$ cat config.mk
export PLATFORM = sky130hd
export DESIGN_NAME = nmea_sentence_framer_unit
export DESIGN_NICKNAME = d
export VERILOG_FILES = /design/src/rtl/nsf_pkg.sv /design/src/rtl/nsf_front.sv /design/src/rtl/nsf_queue.sv /design/src/rtl/nsf_back.sv /design/src/rtl/nmea_sentence_framer_unit.sv
export VERILOG_INCLUDE_DIRS = /design/src /design/src/rtl
export SDC_FILE = /design/constraint.sdc
export NUM_CORES = 1
export LEC_CHECK = 0
export BUFFER_PORTS_ARGS = -buffer_cell sky130_fd_sc_hd__buf_2
export CAP_MARGIN = 30
export CORE_ASPECT_RATIO = 0.9
export CORE_MARGIN = 8
export CORE_UTILIZATION = 54
export CTS_CLUSTER_SIZE = 20
export DETAILED_ROUTE_END_ITERATION = 16
export PLACE_DENSITY = 0.8
export SLEW_MARGIN = 0
export SYNTH_ARGS = -nofsm -noshare
export SYNTH_HDL_FRONTEND = slang
export SYNTH_SLANG_ARGS = --single-unit
$ cat constraint.sdc
create_clock -name clk_i -period 3 [get_ports clk_i]
set_input_delay 0.3 -clock clk_i [delete_from_list [all_inputs] [get_ports clk_i]]
set_output_delay 0.3 -clock clk_i [all_outputs]
set_load 0.01 [all_outputs]
$ cat src/rtl/assert_macros.svh
// Assertion macros shared by the framer RTL.
// Every macro samples on the rising edge and is disabled while reset is low.
`ifndef ASSERT_MACROS_SVH
`define ASSERT_MACROS_SVH

// Property that must hold at every clock edge outside reset.
`define ASSERT_RST(label, clk, rst_n, prop, msg) \
  label: assert property (@(posedge clk) disable iff (!rst_n) (prop)) else $error(msg);

// Condition that must never be seen outside reset.
`define ASSERT_NEVER(label, clk, rst_n, cond, msg) \
  `ASSERT_RST(label, clk, rst_n, !(cond), msg)

`endif

$ cat src/rtl/nsf_pkg.sv
// Package for the NMEA sentence framer: character constants, queue sizing
// and the descriptor that travels from the front to the back. No dependencies.
package nsf_pkg;

  // Framing characters.
  localparam logic [7:0] CH_DOLLAR = 8'h24;
  localparam logic [7:0] CH_BANG   = 8'h21;
  localparam logic [7:0] CH_COMMA  = 8'h2C;
  localparam logic [7:0] CH_STAR   = 8'h2A;
  localparam logic [7:0] CH_CR     = 8'h0D;
  localparam logic [7:0] CH_LF     = 8'h0A;
  localparam logic [3:0] NIBBLE_MAX_DEC = 4'd9;
  localparam logic [7:0] CH_ZERO   = 8'h30;
  localparam logic [7:0] CH_A_MINUS_TEN = 8'h37;

  // Default depth of the descriptor queue.
  localparam int QUEUE_DEPTH = 2;

  // Register index of start_delimiter (bit 2 of the byte address).
  localparam logic CFG_IDX_START = 1'b0;

  // Number of output byte slots one item can produce.
  localparam int SLOTS = 7;

  // One classified input item: which bytes it will produce and with what data.
  typedef struct packed {
    logic       delim;   // open a sentence first
    logic       bang;    // delimiter is '!' rather than '$'
    logic       has;     // a field character follows
    logic [7:0] ch;      // the field character
    logic       eof;     // close the field (comma or '*')
    logic       eos;     // close the sentence with the trailer
    logic [7:0] csum;    // final checksum, meaningful when eos is set
  } desc_t;

endpackage

$ cat src/rtl/nsf_front.sv
// Front of the framer: accepts input words, tracks the open sentence and the
// running checksum, and turns each word into a descriptor. Uses nsf_pkg.
module nsf_front (
  input  logic           clk_i,
  input  logic           rst_ni,
  input  logic           start_bang_i,
  input  logic           in_valid_i,
  input  logic           queue_full_i,
  input  logic           has_byte_i,
  input  logic [7:0]     field_byte_i,
  input  logic           end_of_field_i,
  input  logic           end_of_sentence_i,
  output logic           in_stall_o,
  output logic           push_o,
  output nsf_pkg::desc_t desc_o
);
  import nsf_pkg::*;

  logic       in_sentence_q, in_sentence_d;
  logic [7:0] xor_q, xor_d;
  logic       accept;
  logic       eof;
  logic [7:0] base_xor;
  logic [7:0] with_ch;

  assign in_stall_o = queue_full_i;
  assign accept     = in_valid_i && !queue_full_i;
  assign eof        = end_of_field_i || end_of_sentence_i;

  // Classify the word and work out the checksum it leaves behind.
  always_comb begin
    base_xor = in_sentence_q ? xor_q : 8'h00;
    with_ch  = base_xor ^ (has_byte_i ? field_byte_i : 8'h00);

    desc_o.delim = !in_sentence_q;
    desc_o.bang  = start_bang_i;
    desc_o.has   = has_byte_i;
    desc_o.ch    = field_byte_i;
    desc_o.eof   = eof;
    desc_o.eos   = end_of_sentence_i;
    desc_o.csum  = with_ch;

    // A word with no character and no field end produces nothing.
    push_o = accept && (has_byte_i || eof);

    in_sentence_d = in_sentence_q;
    xor_d         = xor_q;
    if (push_o) begin
      if (end_of_sentence_i) begin
        in_sentence_d = 1'b0;
        xor_d         = 8'h00;
      end else begin
        in_sentence_d = 1'b1;
        xor_d         = with_ch ^ (eof ? CH_COMMA : 8'h00);
      end
    end
  end

  always_ff @(posedge clk_i or negedge rst_ni) begin
    if (!rst_ni) begin
      in_sentence_q <= 1'b0;
      xor_q         <= 8'h00;
    end else begin
      in_sentence_q <= in_sentence_d;
      xor_q         <= xor_d;
    end
  end

endmodule

$ cat src/rtl/nsf_queue.sv
// Short descriptor queue between the front and the back of the framer.
// Uses nsf_pkg for the descriptor type and assert_macros.svh for checks.
module nsf_queue #(
  parameter int Depth = nsf_pkg::QUEUE_DEPTH
) (
  input  logic           clk_i,
  input  logic           rst_ni,
  input  logic           push_i,
  input  nsf_pkg::desc_t wdata_i,
  input  logic           pop_i,
  output nsf_pkg::desc_t rdata_o,
  output logic           full_o,
  output logic           empty_o
);
  import nsf_pkg::*;
  `include "assert_macros.svh"

  localparam int PtrW = (Depth > 1) ? $clog2(Depth) : 1;
  localparam int CntW = $clog2(Depth + 1);

  desc_t            entries_q [Depth];
  logic [PtrW-1:0]  wptr_q, wptr_d;
  logic [PtrW-1:0]  rptr_q, rptr_d;
  logic [CntW-1:0]  count_q, count_d;

  assign full_o  = (count_q == CntW'(Depth));
  assign empty_o = (count_q == '0);
  assign rdata_o = entries_q[rptr_q];

  // Pointer and fill count bookkeeping.
  always_comb begin
    wptr_d  = wptr_q;
    rptr_d  = rptr_q;
    count_d = count_q;
    if (push_i) begin
      wptr_d = (wptr_q == PtrW'(Depth - 1)) ? '0 : wptr_q + PtrW'(1);
    end
    if (pop_i) begin
      rptr_d = (rptr_q == PtrW'(Depth - 1)) ? '0 : rptr_q + PtrW'(1);
    end
    if (push_i && !pop_i) begin
      count_d = count_q + CntW'(1);
    end else if (pop_i && !push_i) begin
      count_d = count_q - CntW'(1);
    end
  end

  always_ff @(posedge clk_i or negedge rst_ni) begin
    if (!rst_ni) begin
      wptr_q  <= '0;
      rptr_q  <= '0;
      count_q <= '0;
    end else begin
      wptr_q  <= wptr_d;
      rptr_q  <= rptr_d;
      count_q <= count_d;
    end
  end

  // Storage needs no reset.
  always_ff @(posedge clk_i) begin
    if (push_i) begin
      entries_q[wptr_q] <= wdata_i;
    end
  end

  `ASSERT_NEVER(q_no_overflow, clk_i, rst_ni, push_i && full_o, "queue written while full")
  `ASSERT_NEVER(q_no_underflow, clk_i, rst_ni, pop_i && empty_o, "queue read while empty")

endmodule

$ cat src/rtl/nsf_back.sv
// Back of the framer (nsf_pkg, assert_macros.svh): takes queue descriptors and
// sends their bytes out one per cycle, unless stalled, via an output register.
module nsf_back (
  input  logic           clk_i,
  input  logic           rst_ni,
  input  nsf_pkg::desc_t head_i,
  input  logic           empty_i,
  output logic           pop_o,
  output logic           out_valid_o,
  input  logic           out_stall_i,
  output logic [7:0]     out_byte_o,
  output logic           run_last_o,
  output logic           sentence_done_o
);
  import nsf_pkg::*;
  `include "assert_macros.svh"

  // Slot positions within the bytes of one descriptor.
  localparam int SlotDelim = 0;
  localparam int SlotChar  = 1;
  localparam int SlotClose = 2;
  localparam int SlotHi    = 3;
  localparam int SlotLo    = 4;
  localparam int SlotCr    = 5;

  desc_t            work_q, work_d;
  logic [SLOTS-1:0] mask_q, mask_d;
  logic [SLOTS-1:0] sel;
  logic [SLOTS-1:0] rest;
  logic             out_valid_q, out_valid_d;
  logic [7:0]       byte_q, byte_d;
  logic             last_q, last_d;
  logic             done_q, done_d;
  logic             out_adv;
  logic             emit;
  logic             free;

  function automatic logic [7:0] hex_digit(input logic [3:0] v);
    hex_digit = (v <= NIBBLE_MAX_DEC) ? CH_ZERO + {4'h0, v} : CH_A_MINUS_TEN + {4'h0, v};
  endfunction

  function automatic logic [SLOTS-1:0] slot_mask(input desc_t d);
    slot_mask = {d.eos, d.eos, d.eos, d.eos, d.eof, d.has, d.delim};
  endfunction

  assign out_adv = !out_valid_q || !out_stall_i;

  // Pick the next pending slot, and reload from the queue as the last one goes.
  always_comb begin
    sel  = mask_q & (~mask_q + SLOTS'(1));
    rest = mask_q & ~sel;
    emit = out_adv && (mask_q != '0);
    free = (mask_q == '0) || (emit && (rest == '0));
    pop_o = free && !empty_i;

    work_d = work_q;
    mask_d = mask_q;
    if (pop_o) begin
      work_d = head_i;
      mask_d = slot_mask(head_i);
    end else if (emit) begin
      mask_d = rest;
    end

    if (sel[SlotDelim]) begin
      byte_d = work_q.bang ? CH_BANG : CH_DOLLAR;
    end else if (sel[SlotChar]) begin
      byte_d = work_q.ch;
    end else if (sel[SlotClose]) begin
      byte_d = work_q.eos ? CH_STAR : CH_COMMA;
    end else if (sel[SlotHi]) begin
      byte_d = hex_digit(work_q.csum[7:4]);
    end else if (sel[SlotLo]) begin
      byte_d = hex_digit(work_q.csum[3:0]);
    end else if (sel[SlotCr]) begin
      byte_d = CH_CR;
    end else begin
      byte_d = CH_LF;
    end
    last_d = (rest == '0);
    done_d = sel[SLOTS-1];

    if (emit) begin
      out_valid_d = 1'b1;
    end else if (out_adv) begin
      out_valid_d = 1'b0;
    end else begin
      out_valid_d = out_valid_q;
    end
  end

  always_ff @(posedge clk_i or negedge rst_ni) begin
    if (!rst_ni) begin
      mask_q      <= '0;
      out_valid_q <= 1'b0;
    end else begin
      mask_q      <= mask_d;
      out_valid_q <= out_valid_d;
    end
  end

  // Payload registers.
  always_ff @(posedge clk_i) begin
    work_q <= work_d;
    if (emit) begin
      byte_q <= byte_d;
      last_q <= last_d;
      done_q <= done_d;
    end
  end

  assign out_valid_o     = out_valid_q;
  assign out_byte_o      = byte_q;
  assign run_last_o      = last_q;
  assign sentence_done_o = done_q;

  `ASSERT_RST(done_is_last, clk_i, rst_ni, (out_valid_q && done_q) |-> last_q, "LF not last")
  `ASSERT_RST(load_when_free, clk_i, rst_ni, pop_o |=> (mask_q != '0), "empty descriptor loaded")

endmodule

$ cat src/rtl/nmea_sentence_framer_unit.sv
// NMEA 0183 sentence framer.
//
// Input channel: one word per accepted cycle (in_valid_i high, in_stall_o
// low) carrying has_byte_i, field_byte_i, end_of_field_i, end_of_sentence_i.
// A word with no character and no field end is taken and dropped.
// Output channel: one sentence byte per accepted cycle (out_valid_o high,
// out_stall_i low); run_last_o marks the final byte of an input word and
// sentence_done_o the LF that ends a sentence.
// The first byte of a word reaches the output through the descriptor queue,
// the back end's work register and the output register. The back end sends
// one byte per cycle while out_stall_i is low; a word makes one byte for a
// plain character, up to seven for one that opens and closes a sentence. A
// two-entry descriptor queue lets the input keep one word per cycle while
// the output is busy or stalled; in_stall_o rises only when the queue is full.
// Configuration: start_delimiter at byte address 0 over the APB port
// (0 gives '$', 1 gives '!'); it applies to the next sentence opened.
// Reset closes any open sentence, clears the checksum, empties the queue and
// the output register, and selects '$'.
module nmea_sentence_framer_unit #(
  parameter int QueueDepth = nsf_pkg::QUEUE_DEPTH
) (
  input  logic        clk_i,
  input  logic        rst_ni,
  input  logic        psel,
  input  logic        penable,
  input  logic        pwrite,
  input  logic [2:0]  paddr,
  input  logic [31:0] pwdata,
  output logic [31:0] prdata,
  output logic        pready,
  input  logic        in_valid_i,
  output logic        in_stall_o,
  input  logic        has_byte_i,
  input  logic [7:0]  field_byte_i,
  input  logic        end_of_field_i,
  input  logic        end_of_sentence_i,
  output logic        out_valid_o,
  input  logic        out_stall_i,
  output logic [7:0]  out_byte_o,
  output logic        run_last_o,
  output logic        sentence_done_o
);
  import nsf_pkg::*;

  logic  start_q, start_d;
  logic  push;
  logic  pop;
  logic  full;
  logic  empty;
  desc_t push_desc;
  desc_t head_desc;

  // Configuration register.
  assign pready = 1'b1;
  always_comb begin
    start_d = start_q;
    if (psel && penable && pwrite && pready && (paddr[2] == CFG_IDX_START)) begin
      start_d = pwdata[0];
    end
    prdata = (paddr[2] == CFG_IDX_START) ? {31'h0, start_q} : 32'h0;
  end

  always_ff @(posedge clk_i or negedge rst_ni) begin
    if (!rst_ni) begin
      start_q <= 1'b0;
    end else begin
      start_q <= start_d;
    end
  end

  nsf_front u_front (
    .clk_i             (clk_i),
    .rst_ni            (rst_ni),
    .start_bang_i      (start_q),
    .in_valid_i        (in_valid_i),
    .queue_full_i      (full),
    .has_byte_i        (has_byte_i),
    .field_byte_i      (field_byte_i),
    .end_of_field_i    (end_of_field_i),
    .end_of_sentence_i (end_of_sentence_i),
    .in_stall_o        (in_stall_o),
    .push_o            (push),
    .desc_o            (push_desc)
  );

  nsf_queue #(
    .Depth (QueueDepth)
  ) u_queue (
    .clk_i   (clk_i),
    .rst_ni  (rst_ni),
    .push_i  (push),
    .wdata_i (push_desc),
    .pop_i   (pop),
    .rdata_o (head_desc),
    .full_o  (full),
    .empty_o (empty)
  );

  nsf_back u_back (
    .clk_i           (clk_i),
    .rst_ni          (rst_ni),
    .head_i          (head_desc),
    .empty_i         (empty),
    .pop_o           (pop),
    .out_valid_o     (out_valid_o),
    .out_stall_i     (out_stall_i),
    .out_byte_o      (out_byte_o),
    .run_last_o      (run_last_o),
    .sentence_done_o (sentence_done_o)
  );

endmodule

==> metrics.md, run 1 <==
| Metric | Value |
|---|---|
| GP Congestion | 0.826 |
| Critical Path RT | 2980 ps |
| Commonest non-fill, non-tap cell in the layout | edfxtp_1 |
| Pre-antenna DRT Iters | 4 |
| Fin crit share | about four fifths |
| Dpl hpwl | about 5.2 mm |
| Vias in the first global route | 2416 |
| WL/cell | 15.3 um |
| Power density over the cells | 988 nW/um^2 |
| Initial antenna violation count | 0 |
| Number of port buffers | 32 |
| Row count | 30 |
| CP Launch Type | flop |
| Final wirelength | 7.18 mm |
| Clock Skews | 13.6 ps |
| Max-Cap Viols | 0 |
| HP Class | input pin to flop |
| Area delta synth->final | 8.19% |
| Clock buffer count from CTS | 9 |
| Post-CTS resize count | 0 |
| Worst EP arrival | approximately 2400 ps |
| H-tree level count | 3 |
| Placed instance area | 4390 um^2 |
| Leak | 1.80 nW |
| Worst slew pin tran | 619 ps |
| Max Used Layer | met4 |
| Core box area | 7580 um^2 |
| Rel. slew slack | 58.7% |
| Detail Route Antenna Nets | 0 |
| Post-synth EDFFs | 70 |
| Die Ht | 100 um |
| Power Total | 0.00456 W |
| Synthesis Warnings | 0 |
| GRT Util Overall | 14.0% |
| Fmax | 421 MHz |
| Critical setup path kind | flop to flop |
| Die area | 11000 um^2 |
| Peak supply drop | 0.595 mV |
| Pin count of the biggest net entering global routing | 23 |
| Final TNS setup | 0 ps |
| Netlist cell types | 57 |
| Number of top-level pins | 98 |
| First-pass GRT wire length | approximately 12 mm |
| Root Buffer | clkbuf_8 |
| Commonest non-fill, non-tap cells in the layout | edfxtp_1 (70), nand2_1 (43), conb_1 (32), buf_2 (32), dfrtp_1 (22) |
| ANT cells | 0 |
| Final setup violating endpoints | 0 |
| Post-Syn Area | approximately 4300 um^2 |
| Critical Path Fanout Max | 20 |
| CTS tree | built |
| Final Hold Vio Count | 0 |
| Sequential share of the synthesized area | 62.2% |
| CP endpoint kind | flop |
| Mean Syn Cell Area | 12.8 um^2 |
| Cells after Synth | 333 |
| Crit path time final | 2380 ps |
| Clock slew at reported path FFs | 90 ps |
| DRT iter0 DRCs | a little under 80 |
| GR Overflow Total | 0 |
| PnR worst setup slack | 623 ps |
| Fill count | 615 |
| Synth async-reset ratio | about a quarter |
| Met2 routed WL | 3.30 mm |
| Design area | about 4600 um^2 |
| DR vias/cell | between 5 and 6 |
| Place WS | approximately 630 ps |
| DRC | 0 |
| Status | complete, no violations |
| M1 WL | 3.30 mm |
| Post-CTS setup buffer count | 0 |
| CTS Buffer Depth | 2 |
| Vias | about 2500 |
| Initial core utilization | 56.2% |
| Slew Viols, Final | 0 |
| Die width | 110 um |
| Main synth FF type | edfxtp_1 |
| Clk Latency, worst-skew pair | roughly 350 ps |
| Unrepaired setup endpoints after global routing | no |
| Layout cell share with drive strength beyond 1 | 21.8% |
| Fin nets | 425 |
| # clock sinks | 92 |
| Synthesized flop and latch total | 92 |
| Met3 wire length | 558 um |
synthesized netlist by cell type (all sizes together), types with 2 or more instances:
cell type,instances,area share [%]
a22o,2,0.41
ha,5,1.5
o21ai,27,3.5
and2,4,0.59
o311ai,2,0.41
xor2,10,2.1
nor2,10,0.94
nor2b,3,0.44
a311o,2,0.47
xnor2,8,1.8
nand2b,2,0.29
mux2,19,5.1
buf,39,6.5
a21boi,3,0.53
a21oi,5,0.59
a31oi,2,0.29
clkbuf,6,0.56
nand2,43,3.8
edfxtp,70,49
inv,14,1.2
a2111oi,3,0.76
nor3,4,0.47
a211oi,2,0.47
mux2i,6,1.4
dfrtp,22,13
conb,2,0.18
logic make-up (layout without fill, tap and decap cells):
kind of cell	count (synthesis)	in the layout	share of synthesized area (%)
AO/OA/AOI/OAI	58	58	9.36
XOR/XNOR	18	18	3.87
adder cells (fa/ha/maj)	6	6	1.70
buffers and inverters	59	68	8.34
flip-flops	92	92	62.2
multiplexers	25	25	6.52
other	2	32	0.176
AND/OR/NAND/NOR	73	73	7.81
worst max-delay path, cell delays in order (launching register included):
cell and delay (ps):
dfrtp_1 610, nor4_2 450, o221ai_1 180, nand2_1 150, o21ai_4 120, inv_1 480
cell type report:
class | count | area (um^2) | area share, %
clock inverters | 5 | 60.1 | 1.30
repair buffers | 38 | 208 | 4.50
well taps | 96 | 120 | 2.60
inverters | 14 | 52.6 | 1.14
clock buffers | 11 | 151 | 3.28
flip-flops and latches | 92 | 2650 | 57.5
multi-input cells | 212 | 1370 | 29.7
through the flow:
| stage | hold WS [ps] | std cells | utilization, % |
|---|---|---|---|
| 2_1_floorplan | 4.41 | 363 | - |
| 3_3_place_gp | 301 | 451 | 57.9 |
| 3_5_place_dp | 312 | 451 | 57.9 |
| 4_1_cts | 126 | 468 | 60.8 |
| 5_1_grt | 119 | 468 | 60.8 |
| 6_report | 152 | 468 | 60.8 |
timing repair:
item                                   CTS  global route
hold buffers                             1             0
setup endpoints to repair                0             0
endpoints found under the hold margin   22             0
state kept, by name (all words and copies together), names as in the netlist:
register / flops
u_queue.entries_q: 42
u_back.work_q: 18
u_back.out_byte_o: 8
u_front.xor_q: 8
u_back.mask_q: 7
u_queue.count_q: 2
start_q: 1
u_back.out_valid_o: 1
u_back.run_last_o: 1
u_back.sentence_done_o: 1
u_front.in_sentence_q: 1
u_queue.rptr_q: 1
u_queue.wptr_q: 1
power by group:
group | total, W | internal, W | switching [W]
Sequential | 0.00224 | 0.00194 | 0.000303
Combinational | 0.00147 | 0.000630 | 0.000842
Clock | 0.000841 | 0.000430 | 0.000411
Total | 0.00456 | 0.00300 | 0.00156
final timing paths:
check | from | to | slack [ps] | cells past startpoint
min in group asynchronous | rst_ni | u_back.out_valid_o | 440 | 2
min reg2reg | u_queue.wptr_q | u_queue.wptr_q | 490 | 1
min | field_byte_i[2] | u_queue.entries_q[0][12] | 150 | 1
max | u_back.mask_q[3] | u_back.work_q[17] | 620 | 5
max in group asynchronous | rst_ni | u_front.xor_q[6] | 2200 | 2
max reg2reg | u_back.mask_q[3] | u_back.work_q[17] | 620 | 5
per-layer routing:
metal  vias to the layer above  GRT usage [%]
met1                      1201           18.4
met5                         -              0
met2                        81           21.4
met3                         2           5.51
met4                         0           2.90
li1                       1191              -
Power figures use the tool's default switching activity.
==> inputs of run 2 (changes only) <==
==> constraint.sdc (replaced) <==
create_clock -name clk_i -period 2.4 [get_ports clk_i]
set_input_delay 0.24 -clock clk_i [delete_from_list [all_inputs] [get_ports clk_i]]
set_output_delay 0.24 -clock clk_i [all_outputs]
set_load 0.01 [all_outputs]
==> metrics.md, run 2 (same netlist as run 1, synthesis figures left out) <==
| Metric | Value |
|---|---|
| Slew Viols, Final | 0 |
| Pin count of the biggest net entering global routing | 23 |
| Dpl hpwl | 5.27 mm |
| Die Ht | approximately 100 um |
| Flop2flop setup slack | about 280 ps |
| Max Used Layer | met4 |
| WHS | 87.4 ps |
| Power density over the cells | 1230 nW/um^2 |
| WL/cell | around 15 um |
| GP Congestion | 0.865 |
| Initial antenna violation count | 0 |
| Clock slew at reported path FFs | 90 ps |
| Post-CTS setup buffer count | 0 |
| Detail Route Antenna Nets | 0 |
| Clock Skews | around 12 ps |
| First-pass GRT wire length | around 11 mm |
| Commonest non-fill, non-tap cells in the layout | edfxtp_1 (70), nand2_1 (43), conb_1 (32), buf_2 (32), dfrtp_1 (22) |
| Vias in the first global route | around 2300 |
| Unrepaired setup endpoints after global routing | no |
| Peak supply drop | 0.602 mV |
| Leak | 1.83 nW |
| Hold-critical path depth | 1 |
| CTS tree | built |
| Fin nets | 428 |
| Die area | about 11000 um^2 |
| Critical Path Fanout Max | 17 |
| Crit path largest cell delay | 580 ps |
| R2R depth | 7 |
| CP endpoint kind | flop |
| Number of port buffers | 32 |
| Final setup violating endpoints | 0 |
| Initial core utilization | between 50 and 60% |
| Rel. slew slack | a little over a third |
| Worst EP arrival | 2390 ps |
| Core box area | 7580 um^2 |
| Reg2reg end | u_queue.count_q[1] |
| Worst slew pin tran | 951 ps |
| Vias | 2417 |
| Met3 wire length | 680 um |
| Hold_sp | field_byte_i[1] |
| Fmax | ~470 MHz |
| Row count | 30 |
| Final Hold Vio Count | 0 |
| RR Startpoint | u_back.mask_q[4] |
| Post-Layout Cell Count | around 470 |
| GR Overflow Total | 0 |
| DR vias/cell | 5.13 |
| # clock sinks | 92 |
| Hold Path End | u_queue.entries_q[1][11] |
| M1 WL | 3.19 mm |
| CP Launch Type | flop |
| Area delta synth->final | 8.51% |
| Crit path time final | ~2100 ps |
| ANT cells | 0 |
| Met2 routed WL | 3.25 mm |
| Commonest non-fill, non-tap cell in the layout | edfxtp_1 |
| Layout cell share with drive strength beyond 1 | 22.4% |
| Max-Cap Viols | 0 |
| HP Class | input pin to flop |
| CTS Buffer Depth | 2 |
| Top flop regs | u_queue.entries_q: 42 flops, u_back.work_q: 18 flops |
| DRC | 0 |
| Die width | 110 um |
| Crit-path slowest cell | dfrtp_1 |
| Root Buffer | clkbuf_8 |
| Crit path cell chain | nor4_2, o221ai_1, nand2_1, o21ai_4, ha_1, nor2_1, xor2_1 |
| Clock buffer count from CTS | 9 |
| Final wirelength | 7.21 mm |
| H-tree level count | 3 |
| Fin crit share | a little under 90% |
| Critical Path RT | between 2000 and 3000 ps |
| GRT Util Overall | 13.4% |
| Number of top-level pins | 98 |
| Status | complete, no violations |
| Largest Register | u_queue.entries_q |
| Placed Cells | 454 |
| Pre-antenna DRT Iters | 4 |
| Fill count | 611 |
| Critical setup path kind | flop to flop |
| Clk Latency, worst-skew pair | about 350 ps |
| Max reg flops | 42 |
| Final TNS setup | 0 ps |
| DRT iter0 DRCs | 105 |
[run 2: area by class of cell]
type,count,area (um^2),share of cell area (%)
sequential,92,2650,57.3
timing repair buffer,41,230,4.98
clock buffer,11,163,3.52
clock inverter,5,40.0,0.866
multi-input combinational,212,1370,29.6
inverter,14,52.6,1.14
tap,96,120,2.60
[run 2: how the worst max path moves through the flow]
stage                       start                       to  slack (ps)  cells past startpoint
5_1_grt          u_back.mask_q[4]       u_queue.count_q[1]         100                      7
3_3_place_gp     u_back.mask_q[4]       u_queue.count_q[1]         330                      7
3_5_place_dp     u_back.mask_q[4]       u_queue.count_q[1]         310                      8
6_report         u_back.mask_q[4]       u_queue.count_q[1]         280                      7
2_1_floorplan  u_queue.count_q[0]  u_queue.entries_q[0][0]         220                      4
4_1_cts          u_back.mask_q[4]       u_queue.count_q[1]         280                      8
[run 2: power breakdown]
part | total (W) | internal, W | switching [W] | leakage [nW]
registers | 0.00275 | 0.00243 | 0.000319 | 0.931
clock network | 0.00101 | 0.000477 | 0.000535 | 0.105
logic | 0.00194 | 0.000814 | 0.00112 | 0.795
total | 0.00569 | 0.00372 | 0.00198 | 1.83
[run 2: critical path: cells and delay by family (launching register included)]
family	cells	cell delay (ps)
AO/OA/AOI/OAI	2	300
XOR/XNOR	1	150
adder cells (fa/ha/maj)	1	330
flip-flops	1	580
AND/OR/NAND/NOR	3	680
[run 2: repair_timing]
action	in CTS	in global routing
hold endpoints to repair	22	0
hold buffers	1	0
gates resized for setup	0	0
[run 2: per-stage QoR]
step	power, W	area [um^2]	utilization [%]	setup WS, ps
3_3_place_gp	0.00462	4410	58.2	327
3_5_place_dp	0.00472	4410	58.2	305
2_1_floorplan	0.00420	4380	-	223
5_1_grt	0.00605	4630	61.0	95.9
6_report	0.00569	4630	61.0	281
4_1_cts	0.00573	4630	61.0	281
[run 2: routing by layer]
metal,track usage (%),up-vias
li1,-,1191
met1,17.7,1126
met2,20.6,87
met3,4.16,13
met4,4.25,0
met5,0,-
